### src/design/ccdc_pkg.sv
`timescale 1ns / 1ps

package ccdc_pkg;

    // Register stages from the request port to the response register.
    localparam int PIPE_STAGES = 8;
    // Stages inside each converter; the last top-level stage zeroes and holds.
    localparam int SUB_STAGES  = PIPE_STAGES - 1;

    typedef logic [SUB_STAGES-1:0] t_stage_en;

    localparam logic [17:0] DAYS_PER_ERA   = 18'd146097;
    localparam logic [22:0] EPOCH_SHIFT    = 23'd730425;   // 5 eras less the March offset
    localparam logic [8:0]  YEARS_PER_ERA  = 9'd400;
    localparam logic [8:0]  DAYS_PER_YEAR  = 9'd365;
    localparam logic [17:0] DAYS_PER_4Y    = 18'd1460;
    localparam logic [17:0] DAYS_PER_100Y  = 18'd36524;
    localparam logic [17:0] LAST_ERA_DAY   = 18'd146096;

    // Reciprocals: exact floor quotients over the operand ranges used.
    localparam logic [13:0] RECIP_400      = 14'd10486;    // >> 22, year < 2^14
    localparam logic [22:0] RECIP_ERA      = 23'd7525902;  // >> 40, day < 2^22
    localparam logic [18:0] RECIP_1460_365 = 19'd367720;   // >> 29 for 1460, >> 27 for 365

    localparam logic signed [22:0] MIN_DAYS = -23'sd730119;
    localparam logic signed [22:0] MAX_DAYS = 23'sd2921939;

    localparam logic [13:0] MAX_YEAR  = 14'd9999;
    localparam logic [3:0]  MAX_MONTH = 4'd12;

    localparam logic [3:0]  MP_JAN = 4'd10;                // first March-based month of next year

    // Days before a March-based month (March is 0).
    function automatic logic [8:0] month_start(input logic [3:0] mp);
        logic [8:0] res;
        unique case (mp)
            4'd0:    res = 9'd0;
            4'd1:    res = 9'd31;
            4'd2:    res = 9'd61;
            4'd3:    res = 9'd92;
            4'd4:    res = 9'd122;
            4'd5:    res = 9'd153;
            4'd6:    res = 9'd184;
            4'd7:    res = 9'd214;
            4'd8:    res = 9'd245;
            4'd9:    res = 9'd275;
            4'd10:   res = 9'd306;
            4'd11:   res = 9'd337;
            default: res = 9'd0;
        endcase
        return res;
    endfunction

    // March-based month that holds a day of the shifted year.
    function automatic logic [3:0] month_of_day(input logic [8:0] doy);
        logic [3:0] cnt;
        cnt = 4'd0;
        for (int k = 1; k < 12; k++) begin
            if (doy >= month_start(4'(k))) begin
                cnt = cnt + 4'd1;
            end
        end
        return cnt;
    endfunction

    // Whole centuries inside an era year (yoe / 100 for yoe < 400).
    function automatic logic [1:0] centuries(input logic [8:0] yoe);
        logic [1:0] cnt;
        cnt = 2'd0;
        if (yoe >= 9'd100) cnt = cnt + 2'd1;
        if (yoe >= 9'd200) cnt = cnt + 2'd1;
        if (yoe >= 9'd300) cnt = cnt + 2'd1;
        return cnt;
    endfunction

endpackage

### src/design/ccdc_chan_if.sv
`timescale 1ns / 1ps

interface ccdc_req_if;
    logic               valid;
    logic               ready;
    logic               func;
    logic [13:0]        year;
    logic [3:0]         month;
    logic [4:0]         day;
    logic signed [22:0] day_count;

    modport source (output valid, func, year, month, day, day_count, input ready);
    modport sink   (input valid, func, year, month, day, day_count, output ready);
endinterface

interface ccdc_rsp_if;
    logic               valid;
    logic               ready;
    logic signed [22:0] days_out;
    logic [13:0]        year_out;
    logic [3:0]         month_out;
    logic [4:0]         day_out;
    logic               bad_input;

    modport source (output valid, days_out, year_out, month_out, day_out, bad_input,
                    input ready);
    modport sink   (input valid, days_out, year_out, month_out, day_out, bad_input,
                    output ready);
endinterface

### src/design/ccdc_to_days.sv
`timescale 1ns / 1ps

module ccdc_to_days (
    input  logic                     i_clk,
    input  ccdc_pkg::t_stage_en      i_en,
    input  logic [13:0]              i_year,
    input  logic [3:0]               i_month,
    input  logic [4:0]               i_day,
    output logic signed [22:0]       o_days
);

    logic        early;
    logic [13:0] n_yp0, r_yp0;
    logic [8:0]  n_doy0, r_doy0;
    logic [3:0]  mp;

    logic [27:0] era_prod;
    logic [13:0] r_yp1;
    logic [5:0]  r_era1;
    logic [8:0]  r_doy1;

    logic [13:0] era_years;
    logic [8:0]  n_yoe2, r_yoe2;
    logic [5:0]  r_era2;
    logic [8:0]  r_doy2;

    logic [17:0] n_doe3, r_doe3;
    logic [22:0] n_erad3, r_erad3;

    logic [22:0] n_days4, r_days4;
    logic [22:0] r_days5, r_days6;

    // Stage 0: shift to a March-based year and month.
    always_comb begin
        early  = (i_month <= 4'd2);
        n_yp0  = i_year - 14'(early);
        mp     = early ? i_month + 4'd9 : i_month - 4'd3;
        n_doy0 = ccdc_pkg::month_start(mp) + 9'(i_day) - 9'd1;
    end

    // Stage 1: era = yp / 400.
    assign era_prod = 28'(r_yp0) * 28'(ccdc_pkg::RECIP_400);

    // Stage 2: year of era.
    assign era_years = 14'(14'(r_era1) * 14'(ccdc_pkg::YEARS_PER_ERA));
    assign n_yoe2    = 9'(r_yp1 - era_years);

    // Stage 3: day of era and era base.
    assign n_doe3  = 18'(r_yoe2) * 18'(ccdc_pkg::DAYS_PER_YEAR) + 18'(r_yoe2[8:2])
                   - 18'(ccdc_pkg::centuries(r_yoe2)) + 18'(r_doy2);
    assign n_erad3 = 23'(r_era2) * 23'(ccdc_pkg::DAYS_PER_ERA);

    // Stage 4: rebase to the epoch.
    assign n_days4 = 23'(r_doe3) + r_erad3 - ccdc_pkg::EPOCH_SHIFT;

    always_ff @(posedge i_clk) begin
        if (i_en[0]) begin
            r_yp0  <= n_yp0;
            r_doy0 <= n_doy0;
        end
        if (i_en[1]) begin
            r_yp1  <= r_yp0;
            r_era1 <= era_prod[27:22];
            r_doy1 <= r_doy0;
        end
        if (i_en[2]) begin
            r_yoe2 <= n_yoe2;
            r_era2 <= r_era1;
            r_doy2 <= r_doy1;
        end
        if (i_en[3]) begin
            r_doe3  <= n_doe3;
            r_erad3 <= n_erad3;
        end
        if (i_en[4]) begin
            r_days4 <= n_days4;
        end
        if (i_en[5]) begin
            r_days5 <= r_days4;
        end
        if (i_en[6]) begin
            r_days6 <= r_days5;
        end
    end

    assign o_days = $signed(r_days6);

endmodule

### src/design/ccdc_to_date.sv
`timescale 1ns / 1ps

module ccdc_to_date (
    input  logic                     i_clk,
    input  ccdc_pkg::t_stage_en      i_en,
    input  logic signed [22:0]       i_day_count,
    output logic [13:0]              o_year,
    output logic [3:0]               o_month,
    output logic [4:0]               o_day
);

    logic [22:0] shifted;
    logic [21:0] r_dep0;

    logic [44:0] era_prod;
    logic [21:0] r_dep1;
    logic [4:0]  r_era1;

    logic [21:0] era_base;
    logic [17:0] n_doe2, r_doe2;
    logic [4:0]  r_era2;

    logic [36:0] q4_prod;
    logic [2:0]  n_c100_3, r_c100_3;
    logic [7:0]  r_q4_3;
    logic        r_last3;
    logic [17:0] r_doe3;
    logic [4:0]  r_era3;

    logic [17:0] adj;
    logic [36:0] yoe_prod;
    logic [8:0]  r_yoe4;
    logic [17:0] r_doe4;
    logic [4:0]  r_era4;

    logic [17:0] year_days;
    logic [8:0]  n_doy5, r_doy5;
    logic [13:0] n_yp5, r_yp5;

    logic [3:0]  mp;
    logic [8:0]  day_full;
    logic [3:0]  n_month6, r_month6;
    logic [4:0]  n_day6, r_day6;
    logic [13:0] n_year6, r_year6;

    // Stage 0: count from 0000-03-01.
    assign shifted = 23'(i_day_count) + ccdc_pkg::EPOCH_SHIFT;

    // Stage 1: era = dep / 146097.
    assign era_prod = 45'(r_dep0) * 45'(ccdc_pkg::RECIP_ERA);

    // Stage 2: day of era.
    assign era_base = 22'(22'(r_era1) * 22'(ccdc_pkg::DAYS_PER_ERA));
    assign n_doe2   = 18'(r_dep1 - era_base);

    // Stage 3: leap corrections.
    assign q4_prod = 37'(r_doe2) * 37'(ccdc_pkg::RECIP_1460_365);
    always_comb begin
        n_c100_3 = 3'd0;
        for (int k = 1; k <= 4; k++) begin
            if (r_doe2 >= 18'(k * 36524)) begin
                n_c100_3 = n_c100_3 + 3'd1;
            end
        end
    end

    // Stage 4: year of era.
    assign adj      = r_doe3 - 18'(r_q4_3) + 18'(r_c100_3) - 18'(r_last3);
    assign yoe_prod = 37'(adj) * 37'(ccdc_pkg::RECIP_1460_365);

    // Stage 5: day of March-based year.
    assign year_days = 18'(r_yoe4) * 18'(ccdc_pkg::DAYS_PER_YEAR) + 18'(r_yoe4[8:2])
                     - 18'(ccdc_pkg::centuries(r_yoe4));
    assign n_doy5    = 9'(r_doe4 - year_days);
    assign n_yp5     = 14'(r_yoe4) + 14'(14'(r_era4) * 14'(ccdc_pkg::YEARS_PER_ERA));

    // Stage 6: split into month and day, move back to a January-based year.
    always_comb begin
        mp       = ccdc_pkg::month_of_day(r_doy5);
        day_full = r_doy5 - ccdc_pkg::month_start(mp) + 9'd1;
        n_day6   = day_full[4:0];
        n_month6 = (mp < ccdc_pkg::MP_JAN) ? mp + 4'd3 : mp - 4'd9;
        n_year6  = r_yp5 + 14'(mp >= ccdc_pkg::MP_JAN);
    end

    always_ff @(posedge i_clk) begin
        if (i_en[0]) begin
            r_dep0 <= shifted[21:0];
        end
        if (i_en[1]) begin
            r_dep1 <= r_dep0;
            r_era1 <= era_prod[44:40];
        end
        if (i_en[2]) begin
            r_doe2 <= n_doe2;
            r_era2 <= r_era1;
        end
        if (i_en[3]) begin
            r_q4_3   <= q4_prod[36:29];
            r_c100_3 <= n_c100_3;
            r_last3  <= (r_doe2 == ccdc_pkg::LAST_ERA_DAY);
            r_doe3   <= r_doe2;
            r_era3   <= r_era2;
        end
        if (i_en[4]) begin
            r_yoe4 <= yoe_prod[35:27];
            r_doe4 <= r_doe3;
            r_era4 <= r_era3;
        end
        if (i_en[5]) begin
            r_doy5 <= n_doy5;
            r_yp5  <= n_yp5;
        end
        if (i_en[6]) begin
            r_year6  <= n_year6;
            r_month6 <= n_month6;
            r_day6   <= n_day6;
        end
    end

    assign o_year  = r_year6;
    assign o_month = r_month6;
    assign o_day   = r_day6;

endmodule

### src/design/civil_date_day_count_converter.sv
`timescale 1ns / 1ps

// Gregorian date <-> day count converter, epoch 2000-01-01, years 1..9999.
// func 0 turns year/month/day into a signed day count (days past a month's
// end roll into the next month); func 1 turns a day count into a date. An
// out-of-range request returns bad_input with all other fields zero, and
// fields of the unselected function are zero. Both conversions run in an
// eight-stage pipeline (one reciprocal multiply or one add/compare level per
// stage); a new request is taken every cycle while the response is not
// stalled. Each stage advances when it is empty or when the stage after it
// advances, so bubbles close up behind a stalled response and requests keep
// entering until the pipeline is full.
module civil_date_day_count_converter (
    input  logic          i_clk,
    input  logic          i_rst_n,
    ccdc_req_if.sink      i_req,
    ccdc_rsp_if.source    o_rsp
);

    localparam int LAST = ccdc_pkg::PIPE_STAGES - 1;

    logic [ccdc_pkg::PIPE_STAGES-1:0] r_valid;
    logic [ccdc_pkg::PIPE_STAGES-1:0] n_valid;
    logic [ccdc_pkg::PIPE_STAGES-1:0] stage_en;

    logic [LAST-1:0] r_func;
    logic [LAST-1:0] r_bad;

    logic date_bad;
    logic days_bad;
    logic n_bad0;

    logic signed [22:0] days_res;
    logic [13:0]        year_res;
    logic [3:0]         month_res;
    logic [4:0]         day_res;

    logic signed [22:0] r_days_out;
    logic [13:0]        r_year_out;
    logic [3:0]         r_month_out;
    logic [4:0]         r_day_out;
    logic               r_bad_out;

    logic keep_days;
    logic keep_date;

    // Advance a stage when it is empty or its successor advances.
    always_comb begin
        stage_en[LAST] = !r_valid[LAST] || o_rsp.ready;
        for (int k = LAST - 1; k >= 0; k--) begin
            stage_en[k] = !r_valid[k] || stage_en[k + 1];
        end
    end

    // Hold off requests while in reset.
    assign i_req.ready = stage_en[0] && i_rst_n;

    always_comb begin
        n_valid = r_valid;
        if (stage_en[0]) begin
            n_valid[0] = i_req.valid;
        end
        for (int k = 1; k < ccdc_pkg::PIPE_STAGES; k++) begin
            if (stage_en[k]) begin
                n_valid[k] = r_valid[k - 1];
            end
        end
    end

    always_ff @(posedge i_clk) begin
        if (!i_rst_n) begin
            r_valid <= '0;
        end else begin
            r_valid <= n_valid;
        end
    end

    // Range checks on the raw request.
    assign date_bad = (i_req.year == 14'd0) || (i_req.year > ccdc_pkg::MAX_YEAR)
                   || (i_req.month == 4'd0) || (i_req.month > ccdc_pkg::MAX_MONTH)
                   || (i_req.day == 5'd0);
    assign days_bad = (i_req.day_count < ccdc_pkg::MIN_DAYS)
                   || (i_req.day_count > ccdc_pkg::MAX_DAYS);
    assign n_bad0   = i_req.func ? days_bad : date_bad;

    // Carry the selector and the error flag alongside the datapath.
    always_ff @(posedge i_clk) begin
        if (stage_en[0]) begin
            r_func[0] <= i_req.func;
            r_bad[0]  <= n_bad0;
        end
        for (int k = 1; k < LAST; k++) begin
            if (stage_en[k]) begin
                r_func[k] <= r_func[k - 1];
                r_bad[k]  <= r_bad[k - 1];
            end
        end
    end

    ccdc_to_days u_to_days (
        .i_clk   (i_clk),
        .i_en    (stage_en[LAST-1:0]),
        .i_year  (i_req.year),
        .i_month (i_req.month),
        .i_day   (i_req.day),
        .o_days  (days_res)
    );

    ccdc_to_date u_to_date (
        .i_clk       (i_clk),
        .i_en        (stage_en[LAST-1:0]),
        .i_day_count (i_req.day_count),
        .o_year      (year_res),
        .o_month     (month_res),
        .o_day       (day_res)
    );

    // Response register: drop the unselected result, zero on error.
    assign keep_days = !r_func[LAST-1] && !r_bad[LAST-1];
    assign keep_date =  r_func[LAST-1] && !r_bad[LAST-1];

    always_ff @(posedge i_clk) begin
        if (stage_en[LAST]) begin
            r_days_out  <= keep_days ? days_res  : '0;
            r_year_out  <= keep_date ? year_res  : '0;
            r_month_out <= keep_date ? month_res : '0;
            r_day_out   <= keep_date ? day_res   : '0;
            r_bad_out   <= r_bad[LAST-1];
        end
    end

    assign o_rsp.valid     = r_valid[LAST];
    assign o_rsp.days_out  = r_days_out;
    assign o_rsp.year_out  = r_year_out;
    assign o_rsp.month_out = r_month_out;
    assign o_rsp.day_out   = r_day_out;
    assign o_rsp.bad_input = r_bad_out;

endmodule

### src/flat_wrapper.sv
// flat-port wrapper written by rule: the top's interface ports become plain ports
module civil_date_day_count_converter_flat 
  (i_clk, i_rst_n, i_req_valid, i_req_func, i_req_year, i_req_month, i_req_day, i_req_day_count, i_req_ready, o_rsp_valid, o_rsp_days_out, o_rsp_year_out, o_rsp_month_out, o_rsp_day_out, o_rsp_bad_input, o_rsp_ready);
  ccdc_req_if i_req_i ();
  ccdc_rsp_if o_rsp_i ();
  input  logic i_clk;
  input  logic i_rst_n;
  input wire logic [$bits(i_req_i.valid)-1:0] i_req_valid;
  input wire logic [$bits(i_req_i.func)-1:0] i_req_func;
  input wire logic [$bits(i_req_i.year)-1:0] i_req_year;
  input wire logic [$bits(i_req_i.month)-1:0] i_req_month;
  input wire logic [$bits(i_req_i.day)-1:0] i_req_day;
  input wire logic [$bits(i_req_i.day_count)-1:0] i_req_day_count;
  output wire logic [$bits(i_req_i.ready)-1:0] i_req_ready;
  output wire logic [$bits(o_rsp_i.valid)-1:0] o_rsp_valid;
  output wire logic [$bits(o_rsp_i.days_out)-1:0] o_rsp_days_out;
  output wire logic [$bits(o_rsp_i.year_out)-1:0] o_rsp_year_out;
  output wire logic [$bits(o_rsp_i.month_out)-1:0] o_rsp_month_out;
  output wire logic [$bits(o_rsp_i.day_out)-1:0] o_rsp_day_out;
  output wire logic [$bits(o_rsp_i.bad_input)-1:0] o_rsp_bad_input;
  input wire logic [$bits(o_rsp_i.ready)-1:0] o_rsp_ready;
  assign i_req_i.valid = i_req_valid;
  assign i_req_i.func = i_req_func;
  assign i_req_i.year = i_req_year;
  assign i_req_i.month = i_req_month;
  assign i_req_i.day = i_req_day;
  assign i_req_i.day_count = i_req_day_count;
  assign i_req_ready = i_req_i.ready;
  assign o_rsp_valid = o_rsp_i.valid;
  assign o_rsp_days_out = o_rsp_i.days_out;
  assign o_rsp_year_out = o_rsp_i.year_out;
  assign o_rsp_month_out = o_rsp_i.month_out;
  assign o_rsp_day_out = o_rsp_i.day_out;
  assign o_rsp_bad_input = o_rsp_i.bad_input;
  assign o_rsp_i.ready = o_rsp_ready;
  civil_date_day_count_converter u_core (.i_clk(i_clk), .i_rst_n(i_rst_n), .i_req(i_req_i), .o_rsp(o_rsp_i));
endmodule
### config.mk
export PLATFORM = sky130hd
export DESIGN_NAME = civil_date_day_count_converter_flat
export DESIGN_NICKNAME = d
export VERILOG_FILES = /design/src/design/ccdc_pkg.sv /design/src/design/ccdc_chan_if.sv /design/src/design/ccdc_to_days.sv /design/src/design/ccdc_to_date.sv /design/src/design/civil_date_day_count_converter.sv /design/src/flat_wrapper.sv
export SDC_FILE = /design/constraint.sdc
export NUM_CORES = 2
export LEC_CHECK = 0
export BUFFER_PORTS_ARGS = -buffer_cell sky130_fd_sc_hd__buf_2
export CAP_MARGIN = 25
export CORE_MARGIN = 5
export CORE_UTILIZATION = 50
export DETAILED_ROUTE_END_ITERATION = 8
export HOLD_SLACK_MARGIN = 0.15
export PLACE_DENSITY_LB_ADDON = 0.2
export SYNTH_ARGS = -nofsm -noshare
export SYNTH_HDL_FRONTEND = slang
export SYNTH_SLANG_ARGS = --single-unit
### constraint.sdc
create_clock -name i_clk -period 25.5 [get_ports i_clk]
set_clock_uncertainty 0.05 [all_clocks]
set_input_delay 3.825 -clock i_clk [delete_from_list [all_inputs] [get_ports i_clk]]
set_output_delay 3.825 -clock i_clk [all_outputs]
set_load 0.01 [all_outputs]
# [After elaboration in Yosys (flattened, before gate mapping)]
# Memory sizes are Yosys's and may differ from the RTL's.
# Index checks and enable logic that the tools add are counted.
[totals] romBits=288 latchBits=0 memories=2 register_bits=422 output_inout_bits=49 wordCells=194 ram_bits=0
[mem_list] name="(no name shown)" depth=16 word_bits=9 read_ports=1 rd_ports_with_merged_regs=0 write_ports=0 line_no="ccdc_pkg.sv:36" source="unique case (mp)"
[mem_list] name="(no name shown)" depth=16 word_bits=9 read_ports=1 rd_ports_with_merged_regs=0 write_ports=0 line_no="ccdc_pkg.sv:36"
[classes] n_lt_le_gt_ge=28 n_mux=24 n_bitwise=0 div_mod_pow=0 shifts=0 eq_ne=1 reduce_logical=29 n_addsub=42 n_mul=10
[op_table] operator="9-bit by 8-bit >= comparator with 1-bit output (second input constant)" n=6
[op_table] operator="4-bit 2-to-1 mux" n=12
[op_table] operator="9-bit >= comparator (second input constant)" n=5
[op_table] operator="22-bit by 22-bit multiplier with 44-bit output (second input constant)" n=1
[op_table] operator="4-bit by 1-bit adder with 4-bit output (second input constant)" n=10
[op_table] operator="18-bit by 17-bit >= comparator with 1-bit output (second input constant)" n=2
[op_table] operator="9-bit by 7-bit >= comparator with 1-bit output (second input constant)" n=4
[op_table] operator="18-bit by 16-bit multiplier with 34-bit output (second input constant)" n=1
[op_table] operator="18-bit by 16-bit multiplier with 33-bit output (second input constant)" n=1
[op_table] operator="14-bit by 13-bit multiplier with 27-bit output (second input constant)" n=1
[op_table] operator="18-bit by 23-bit adder with 23-bit output" n=1
[op_table] operator="23-bit greater-than comparator (second input constant)" n=1
[op_table] operator="23-bit by 21-bit less-than comparator with 1-bit output (second input constant)" n=1
[op_table] operator="6-bit by 18-bit multiplier with 23-bit output (second input constant)" n=1
[op_table] operator="23-bit by 20-bit subtractor with 23-bit output (second input constant)" n=1
[op_table] operator="22-bit by 20-bit adder with 22-bit output (second input constant)" n=1
[op_table] operator="18-bit by 3-bit adder with 18-bit output" n=1
[op_table] operator="18-bit by 7-bit adder with 18-bit output" n=1
[op_table] operator="18-bit by 9-bit adder with 18-bit output" n=1
[op_table] operator="18-bit == test (second input constant)" n=1
[op_table] operator="18-bit by 16-bit >= comparator with 1-bit output (second input constant)" n=1
[op_table] operator="18-bit >= comparator (second input constant)" n=1
[op_table] operator="5-bit by 18-bit multiplier with 18-bit output (second input constant)" n=1
[op_table] operator="9-bit by 9-bit multiplier with 18-bit output (second input constant)" n=1
[op_table] operator="other kinds (39)" n=77

# [Logic depth before layout (Yosys ltp)]
# An unclocked memory read counts as a cell.
[logic_depth] depth_word=25 depth_mapped=42

# [Hierarchy]
# From an unflattened synthesis, not the netlist that was laid out.
[unflattened] hier_cells=4204 hier_area_um2=47874.7
[modules_own_cells] mod="ccdc_to_date" cells_per_inst=2707 area_per_inst_um2=29942.5 n_inst=1 seq_area_each_um2=5165.0
[modules_own_cells] mod="ccdc_to_days" cells_per_inst=1301 area_per_inst_um2=15183.3 n_inst=1 seq_area_each_um2=5435.2
[modules_own_cells] mod="civil_date_day_count_converter" cells_per_inst=196 area_per_inst_um2=2748.9 n_inst=1 seq_area_each_um2=1991.9

# [Worst setup path after synthesis]
# OpenSTA, ideal clock, no wires.
[synth_timing] kind="input to output" from="input port o_rsp_ready" to="output port i_req_ready" setup_slack_ps=15221 required_time_ps=21625 arrival_ps=6404 path_stages=6 n_path_buf=0 cell_sequence="nor2b_1 and2_1 and3_1 and3_1 nand3_1 and2_1"
[synth_between] elab_chain_cells=9
[synth_lines] element="from (decl)" line_no="flat_wrapper.sv:21" source="input wire logic [$bits(o_rsp_i.ready)-1:0] o_rsp_ready;"
[synth_lines] element="1-bit logical OR" line_no="civil_date_day_count_converter.sv:49" source="stage_en[LAST] = !r_valid[LAST] || o_rsp.ready;"
[synth_lines] element="1-bit logical OR (7 in series)" line_no="civil_date_day_count_converter.sv:51" source="stage_en[k] = !r_valid[k] || stage_en[k + 1];"
[synth_lines] element="1-bit logical AND" line_no="civil_date_day_count_converter.sv:56" source="assign i_req.ready = stage_en[0] && i_rst_n;"
[synth_lines] element="to (decl)" line_no="flat_wrapper.sv:14" source="output wire logic [$bits(i_req_i.ready)-1:0] i_req_ready;"
# Every way passes these cells.

# [Worst setup path after layout]
[layout_timing] from="register u_core.u_to_date.r_c100_3[0]" to="register u_core.u_to_date.r_yoe4[8] (data pin)"
[layout_between] elab_chain_cells=3
[layout_lines] element="from (decl)" line_no="ccdc_to_date.sv:24" source="logic [2:0] n_c100_3, r_c100_3;"
[layout_lines] element="from (signal assigned)" line_no="ccdc_to_date.sv:100" source="r_c100_3 <= n_c100_3;"
[layout_lines] element="18-bit by 3-bit adder with 18-bit output" line_no="ccdc_to_date.sv:68" source="assign adj = r_doe3 - 18'(r_q4_3) + 18'(r_c100_3) - 18'(r_last3);"
[layout_lines] element="18-bit by 1-bit subtractor with 18-bit output" line_no="ccdc_to_date.sv:68"
[layout_lines] element="18-bit by 16-bit multiplier with 33-bit output" line_no="ccdc_to_date.sv:69" source="assign yoe_prod = 37'(adj) * 37'(ccdc_pkg::RECIP_1460_365);"
[layout_lines] element="named net u_core.u_to_date.yoe_prod[35]" line_no="ccdc_to_date.sv:31" source="logic [36:0] yoe_prod;"
[layout_lines] element="to (signal assigned)" line_no="ccdc_to_date.sv:106" source="r_yoe4 <= yoe_prod[35:27];"
[layout_lines] element="to (decl)" line_no="ccdc_to_date.sv:32" source="logic [8:0] r_yoe4;"
# The timed path passes the listed nets, and every way through them passes these cells.
# A chain may end at the register's enable or synchronous reset.

==> key figures <==
Synth
  – Sequential cell area fraction in the yosys report: 26.49%
  – Yosys warning total: 0
  – Synthesized area per cell: 11.47 µm²
  – Post-synth EDFFs: 414
  – Post-synthesis async set-or-reset flop share: 0%
  – Post-synth cell types: 88
  – Synthesized flop and latch total: 422
  – Synth area leaders: edfxtp_1 (26%), ha_1 (26%), fa_1 (24%)
  – Post-Synthesis Cells: 4143
  – Syn Nets: 5742
  – Post-Syn Area: 47530 µm²
  – Main synth FF type: edfxtp_1
  – Leading area contributor after synthesis: edfxtp_1
  – Top cell type's share of synthesized area: 26.16%

Clock tree
  – Clock Latency Late Sink: 0.61 ns
  – Num CTS Buffers: 46
  – Clock Path Buffers: 3
  – Post-CTS Setup Inserts: 0
  – Hold buffers post-CTS: 0
  – Root buffer cell: clkbuf_16
  – Sink Count: 422
  – Post-CTS Resized: 0
  – CTS tree: yes
  – Clock Pin Slew Worst Setup and Hold Paths: 0.08 ns
  – CTS HTree Levels: 2

Setup path
  – Type of origin of the critical path: flop
  – Crit Path Class: reg2reg
  – Critical path capture point type: flop
  – CP Data Required Time: 25.79 ns
  – Critical Path AT: 10.63 ns
  – Slowest cell on crit path: xor2_1
  – Worst path most repeated cell: fa_1
  – R2R Setup Slk: 15.17 ns
  – Worst-path fanout max: 4
  – Crit path largest cell delay: 0.56 ns

STA
  – Worst Tran Pin Value: 1.008 ns
  – Final hold violation count: 0
  – Highest clock rate: 96.79 MHz
  – RSZ-0062 raised after global routing: false
  – Endpoints failing setup: 0
  – Slew Viols, Final: 0
  – Tmin final: 10.33 ns
  – Final Cycle Share: 40.52%
  – Total negative slack: 0 ns
  – Relative slew slack: 32.82%

Drt
  – Routed wire length: 90610 µm
  – Wire per inst: 16.19 µm
  – DRC viols: 0
  – Drt first-iter violations: 1369
  – Vias per cell: 4.969
  – DR pass1 iterations: 5
  – Post-route ant nets: 0
  – DR vias: 27810

Placement
  – Placed insts: 5510
  – Gpl congestion: 0.8598
  – Port bufs: 99
  – DP HPWL: 75130 µm

GRT
  – Vias in the first global route: 29590
  – Initial antenna violation count: 1
  – First-pass GRT wire length: 153200 µm
  – Tot GR Track Use: 18.51%
  – Grt ovf: 0
  – Largest net degree at the start of global routing: 77

Die
  – Die outline width: 318.3 µm
  – Number of cell rows: 113
  – Die Height: 318.3 µm
  – CORE AREA: 94730 µm²
  – # IOs: 100
  – Die footprint: 101300 µm²
  – Starting density of the core: 50.17%

Run status
  – Status: complete, no violations

Cells and area
  – Post-route insts no fill: 5597
  – FILL cells: 8264
  – Layout cells sized above 1: 5.656%
  – Area growth, synth to finish: 7.984%
  – Flip-flop and latch area: 12590 µm²
  – Multi-input logic area: 30990 µm²
  – # nets final: 5893
  – Antenna cells: 0

Worst hold path
  – Min-Delay Path Class: reg2reg

Flow run
  – Max_cap viols: 0
## registers in the layout, summed over array words and instances (netlist names), 18 cells and up
signal / count
u_core.u_to_date.r_dep0: 22
u_core.u_to_date.r_dep1: 18
u_core.u_to_days.r_erad3: 23
u_core.u_to_days.r_days5: 23
u_core.o_rsp.days_out: 23
u_core.u_to_days.r_doe3: 18
u_core.u_to_date.r_doe3: 18
u_core.u_to_days.r_days4: 23
u_core.u_to_days.o_days: 23
u_core.u_to_date.r_doe2: 18
## layer usage
layer	share of wire [%]	GRT usage [%]	vias to the layer above
li1	-	-	13842
met1	49	26.75	13545
met2	47	30.98	339
met3	3.0	2.065	84
met4	1.4	2.959	0
met5	0	0	-
## worst paths after layout
| path | startpoint | end | cells after the start |
|---|---|---|---|
| hold reg to reg | u_core.r_bad[2] | u_core.r_bad[3] | 0 |
| setup / recovery | u_core.u_to_date.r_c100_3[0] | u_core.u_to_date.r_yoe4[8] | 39 |
| setup reg to reg | u_core.u_to_date.r_c100_3[0] | u_core.u_to_date.r_yoe4[8] | 39 |
| hold / removal | u_core.r_bad[2] | u_core.r_bad[3] | 0 |
## stage by stage
step	cell area (µm²)	setup WS (ns)	utilization, %	hold WS (ns)
6_report	51320	15.17	54.18	0.3634
3_3_place_gp	49670	14.80	52.43	0.3508
5_1_grt	51320	14.36	54.18	0.3726
3_5_place_dp	49720	15.13	52.49	0.3545
2_1_floorplan	47530	15.22	-	0.3503
4_1_cts	51300	15.09	54.15	0.3642
## cell usage after synthesis, types with 5 or more instances
cell type,count
mux2_2,5
a211o_1,6
nand3_1,38
o21a_1,26
xor2_1,61
xnor2_2,5
nor2_1,107
nand2_1,103
nor4_1,6
xnor2_1,176
inv_1,1030
clkbuf_1,9
o21ai_0,73
nand2b_1,12
a21oi_1,119
o31ai_1,5
o211ai_1,8
nand4_1,23
a31o_2,6
a31oi_1,18
or3_1,9
a21boi_0,16
edfxtp_1,414
o311a_1,5
and2_1,52
ha_1,982
fa_1,566
buf_2,6
o41ai_1,5
nor2b_1,28
or2_2,10
a41oi_1,5
dfxtp_1,8
a211oi_1,11
o21bai_1,16
a21o_1,54
nor3b_1,5
and3_1,12
nor3_1,22
## cells in the final DEF (no fill, tap or decap), drive strengths merged, types with 39 or more instances in the layout
master  count
a21oi     121
a21o       54
and2       52
nor2      107
buf       122
xor2       61
o21ai      75
xnor2     182
nand3      39
edfxtp    414
fa        566
ha        982
nand2     103
clkbuf     61
inv      1036
## worst max-delay path: cells and delay by family (launching register included)
family / cells / cell delay (ns)
fa+ha+maj: 11 / 4.49
compound gates: 17 / 3.85
xor+xnor: 3 / 0.79
flops: 1 / 0.40
buf+inv: 6 / 0.32
simple gates: 2 / 0.12
## layout make-up
| cell class | count | area share, % |
|---|---|---|
| Clock buffer | 61 | 2.516 |
| Tap cell | 1265 | 3.084 |
| Multi-Input combinational cell | 2670 | 60.38 |
| Timing Repair Buffer | 122 | 1.380 |
| Inverter | 1032 | 7.548 |
| Sequential cell | 422 | 24.53 |
| Clock inverter | 25 | 0.5583 |
## logic make-up after synthesis
| logic type | count (synthesis) | synth area share [%] |
|---|---|---|
| fa+ha+maj | 1548 | 49.69 |
| buf+inv | 1051 | 8.348 |
| simple gates | 450 | 4.802 |
| flops | 422 | 26.49 |
| compound gates | 418 | 5.807 |
| xor+xnor | 243 | 4.596 |
| mux | 11 | 0.2632 |
Power is left out: the tool's default activity adds up to more than one toggle a clock period on the data nets, which glitch-free logic cannot reach.
